<file path="src/rtl/core/comfs_pkg.sv">
`timescale 1ns / 1ps
// ----------------------------------------------------------------------------
// Center-of-mass frame shift: shared definitions
// Default sizes and the command and status bundles between the controller
// and the datapath.
// ----------------------------------------------------------------------------
package comfs_pkg;

  localparam int MaxParticlesDef = 64;
  localparam int PosWidthDef     = 24;
  localparam int MassWidthDef    = 16;

  typedef struct packed {
    logic load;       // An input transaction is taken this cycle.
    logic div_init;   // Load the dividers from the finished sums.
    logic div_step;   // One quotient bit on every axis.
    logic fin;        // Fix the signed center.
    logic issue;      // Read the next buffered particle.
    logic consume;    // Move the read particle into the output register.
    logic out_pop;    // The output transaction completes this cycle.
    logic clear;      // Start a new set.
  } cmd_t;

  typedef struct packed {
    logic more;       // Buffered particles remain to be read.
    logic pend;       // Read data waits for the output register.
    logic out_valid;  // The output register holds a result.
  } sts_t;

endpackage

</file>
<file path="src/rtl/core/comfs_ctrl.sv">
`timescale 1ns / 1ps
// ----------------------------------------------------------------------------
// Center-of-mass frame shift: controller
// Sequences loading, the final accumulate, the bit-serial division and the
// emission pass, and drives the handshakes.
// ----------------------------------------------------------------------------
module comfs_ctrl #(
  parameter int MAX_PARTICLES = comfs_pkg::MaxParticlesDef,
  parameter int POS_WIDTH     = comfs_pkg::PosWidthDef,
  parameter int MASS_WIDTH    = comfs_pkg::MassWidthDef
) (
  input  logic            clk,
  input  logic            rst,
  input  logic            s_tvalid,
  output logic            s_tready,
  input  logic            s_tlast,
  input  logic            m_tready,
  input  comfs_pkg::sts_t sts,
  output comfs_pkg::cmd_t cmd
);
  import comfs_pkg::*;

  localparam int CntW = $clog2(MAX_PARTICLES + 1);
  localparam int AccW = POS_WIDTH + MASS_WIDTH + CntW;
  localparam int DcW  = $clog2(AccW);

  typedef enum logic [2:0] {
    LOAD,
    FLUSH,
    PREP,
    DIV,
    FIN,
    EMIT
  } state_t;

  state_t        state;
  state_t        state_next;
  logic [DcW-1:0] div_cnt;
  logic          in_acc;
  logic          out_free;

  assign s_tready = (state == LOAD);
  assign in_acc   = s_tvalid && s_tready;
  assign out_free = !sts.out_valid || m_tready;

  always_comb begin
    cmd         = '0;
    state_next  = state;
    cmd.out_pop = sts.out_valid && m_tready;
    case (state)
      LOAD: begin
        cmd.load = in_acc;
        if (in_acc && s_tlast) begin
          state_next = FLUSH;
        end
      end
      FLUSH: begin
        state_next = PREP;
      end
      PREP: begin
        cmd.div_init = 1'b1;
        state_next   = DIV;
      end
      DIV: begin
        cmd.div_step = 1'b1;
        if (div_cnt == '0) begin
          state_next = FIN;
        end
      end
      FIN: begin
        cmd.fin    = 1'b1;
        state_next = EMIT;
      end
      EMIT: begin
        cmd.consume = sts.pend && out_free;
        cmd.issue   = sts.more && (!sts.pend || cmd.consume);
        if (!sts.more && !sts.pend) begin
          cmd.clear  = 1'b1;
          state_next = LOAD;
        end
      end
      default: begin
        state_next = LOAD;
      end
    endcase
  end

  always_ff @(posedge clk) begin
    if (rst) begin
      state   <= LOAD;
      div_cnt <= '0;
    end else begin
      state <= state_next;
      if (state == PREP) begin
        div_cnt <= DcW'(AccW - 1);
      end else if (state == DIV) begin
        div_cnt <= div_cnt - 1'b1;
      end
    end
  end

endmodule

</file>
<file path="config.mk">
export PLATFORM = sky130hd
export DESIGN_NAME = comfs_ctrl
export DESIGN_NICKNAME = d
export VERILOG_FILES = /design/src/rtl/core/comfs_pkg.sv /design/src/rtl/core/comfs_ctrl.sv
export SDC_FILE = /design/constraint.sdc
export NUM_CORES = 1
export LEC_CHECK = 0
export ABC_AREA = 1
export ABC_CLOCK_PERIOD_IN_PS = 2190
export BUFFER_PORTS_ARGS = -buffer_cell sky130_fd_sc_hd__buf_4
export CORE_MARGIN = 5
export CORE_UTILIZATION = 40
export CTS_BUF_LIST = sky130_fd_sc_hd__clkbuf_8
export DETAILED_ROUTE_END_ITERATION = 6
export GPL_ROUTABILITY_DRIVEN = 0
export PLACE_DENSITY = 0.64
export SYNTH_ARGS = -nofsm -noshare
export SYNTH_HDL_FRONTEND = slang
export SYNTH_SLANG_ARGS = --single-unit
</file>
<file path="constraint.sdc">
create_clock -name clk -period 2.19 [get_ports clk]
set_clock_uncertainty 0.1 [all_clocks]
set_input_delay 0.438 -clock clk [delete_from_list [all_inputs] [get_ports clk]]
set_output_delay 0.438 -clock clk [all_outputs]
set_load 0.02 [all_outputs]
</file>
After elaboration in Yosys (flattened, before gate mapping)
Cells that the tools add are included.

word-level totals
  bits in registers = 9
  logic and storage cells = 41
  output and inout bits = 9
  input port bits = 8

cells by class
  reduce and logical (&&, ||, !) cells = 16
  add/subtract/negate cells = 1
  equality and inequality tests = 8
  mux-type cells = 13

operator list
  kind                                                    count
  one-hot mux 3 bit (6 select lines)                      1
  2-to-1 mux 6 bit                                        2
  2-to-1 mux 3 bit                                        3
  equality test 3 x 2 -> 1 bit (second input constant)    2
  equality test 3 bit (second input constant)             2
  logical AND 1 bit                                       6
  zero test 6 bit                                         1
  2-to-1 mux 1 bit                                        6
  subtractor 6 x 1 -> 6 bit (second input constant)       1
  inequality test 2 bit (second input constant)           2
  equality test 3 x 1 -> 1 bit (second input constant)    1
  zero test 1 bit                                         3
  zero test 3 bit                                         1
  AND reduction 3 bit                                     1
  logical OR 1 bit                                        2
  2-to-1 mux 2 bit                                        1
  inequality test 2 x 1 -> 1 bit (second input constant)  1
  nonzero test 2 bit                                      1
  OR reduction 2 bit                                      1

Longest topological paths before layout
  depth after elaboration = 6
  gate-level depth with buffers = 7

Worst setup path before layout
Ideal clock, no wire load.

  kind = register to output
  start = register state[1]
  end = output port cmd[3] (netlist name)
  cell stages (with the launch flop) = 4
  path buffers = 0
  arrival time = 1096 ps
  required time = 1652 ps
  slack = 556 ps
  path through = dfxtp_1 > inv_1 > nand3_1 > a211oi_1

RTL lines
  what                    RTL line          source
  from (decl)             comfs_ctrl.sv:36  state_t state;
  from (signal assigned)  comfs_ctrl.sv:93  state <= state_next;
  to (decl)               comfs_ctrl.sv:19  output comfs_pkg::cmd_t cmd

==> reports/summary.txt <==
largest net degree at the start of global routing = 8
Mapped Cells = 98
All-Layer GR Usage = 10.8%
syn nets = 108
setup TNS = 0 ns
layout cells sized above 1 = 20.3%
storage element area = 180 µm²
post-CTS resize count = 0
Worst Path Arrival = 1.24 ns
Power, Total = 967 µW
Req. time, crit path = 1.65 ns
Area Growth Syn to Fin = 31.6%
hold path startpoint = rst
Post-Place Worst Slack = 0.637 ns
Synth Area in Simple Gates = 39.9%
drt first-iter violations = 15
most frequent cells in the layout = inv_1, nor2_1, nand2_1, buf_4
final hold violations = 0
most common cell after layout, fill and taps aside = inv_1
Maximum Capacitance Violations = 0
Setup WS post-layout = 0.413 ns
min Tclk post-route = 1.78 ns
syn avg cell area = 5.99 µm²
Clock Latency Late Sink = 0.23 ns
CTS tree = done
Min-Delay Path Class = input pin to flip-flop
sequential area share after synthesis = 30.7%
Post-CTS Setup Repair Bufs = 0
Die ar. = 2330 µm²
Slew headroom = 85.8%
Seq cells post-synth = 9
ANT nets after route = 0
Worst VDD drop = 0.000518 V
Syn. warnings = 0
largest family of logic cells by synthesized area = simple AND/OR/NAND/NOR gates
CTS buffer count = 3
fin crit share = 81.1%
CTS sink cnt = 9
pwr/cell area = 1250 nW/µm²
Setup Viol. Count Final = 0
Netlist cell types = 14
DR vias = 620
fin cells = 133
drc violations = 0
# port buffers = 16
fin util = 57.2%
layout filler cell count = 133
Clock transition at path regs = 0.05 ns
Crit Path Class = flip-flop to output port
Routed WL = 1290 µm
P_leak = 0.418 nW
Core ar. = 1350 µm²
# H-tree levels = 1
number of global-route vias before repair = 547
root buffer cell = clkbuf_8
first-pass GRT wire length = 2170 µm
max-slew violations = 0
Die H = 48.3 µm
CTS Hold Buffers Added = 0
Worst Setup Start Kind = flip-flop
Netlist Area Pre-Place = 587 µm²
crit-path max FO = 7
origin of the worst setup path = state[2]
Crit. End Element = output port
fin nets = 129
FMAX = 563 MHz
antenna fix cells = 0
unrepaired setup endpoints after global routing = no
total congestion overflow = 0
DP Cell Count = 129
1st-pass router iterations = 4
Die W = 48.3 µm
footprint of the multi-input gates = 324 µm²
initial antenna violation count = 0
# IOs = 17
xor/xnor share of the synthesized area = 0%
Synth Area in Compound Gates = 11.1%
mux contribution to synthesized area = 0%
Synth Area in Adders = 4.26%
routed len/inst = 9.71 µm
slew of the pin with the lowest slew margin = 0.213 ns
Initial Utilization = 43.5%
worst reg2reg path startpoint = state[2]
Rows = 13
Avg Vias per Cell = 4.66
status = finished, final reports clean
clk buf depth = 2
dpl hpwl = 1090 µm
-- flip-flops by register name (all words and copies together), names as in the netlist --
signal   cells
state        3
div_cnt      6
-- cells by family after synthesis --
| logic type | Yosys count |
|---|---|
| simple gates | 53 |
| buf+inv | 22 |
| compound gates | 12 |
| flops | 9 |
| fa+ha+maj | 2 |
-- worst max-delay path, stage by stage, from the launching register on --
cell     delay (ns)
dfxtp_1        0.43
inv_1          0.16
nand3_1        0.20
inv_1          0.06
buf_4          0.15
-- cell usage after synthesis --
library cell	n	area, µm²
a211oi_1	2	15.0
o21ai_0	2	10.0
nand3_2	2	20.0
inv_1	22	82.6
nand2_1	19	71.3
nor2_4	1	11.3
nand3_1	9	45.0
nor3_1	1	5.00
nor2_1	20	75.1
nand2_2	1	6.26
o21ai_1	1	5.00
dfxtp_1	9	180
ha_1	2	25.0
a21oi_1	7	35.0
-- where the power goes --
group          leakage [nW]  internal [mW]  switching [mW]  total (mW)
registers            0.0737          0.224          0.0655       0.289
logic                 0.319          0.193           0.291       0.484
clock network        0.0255          0.124          0.0690       0.193
total                 0.418          0.541           0.425       0.967
-- final cells by class --
cell class	count	share of cell area [%]
Clock buffer	3	5.35
Clock inverter	1	0.648
Inverter	22	10.7
Multi-Input combinational cell	67	42.0
Sequential cell	9	23.3
Tap cell	15	2.43
Timing Repair Buffer	16	15.6
-- worst paths after layout --
kind         slack [ns]          to  cells after the start
min reg2reg        0.38  div_cnt[0]                      2
min                0.31  div_cnt[5]                      2
max reg2reg        0.88  div_cnt[5]                      6
max                0.41      cmd[6]                      4
-- metal layers --
layer,GRT usage [%],vias to the layer above,share of wire (%)
li1,-,340,-
met1,14.3,271,49
met2,16.5,9,45
met3,4.28,0,5.7
met4,1.38,0,0
met5,0,-,0
-- per-stage QoR --
step	cell area, µm²	hold WS [ns]
finish	772	0.312
detailed placement	726	0.373
CTS	772	0.313
global route	772	0.323
global placement	726	0.371
floorplan	587	0.348
Power figures use the tool's default switching activity.
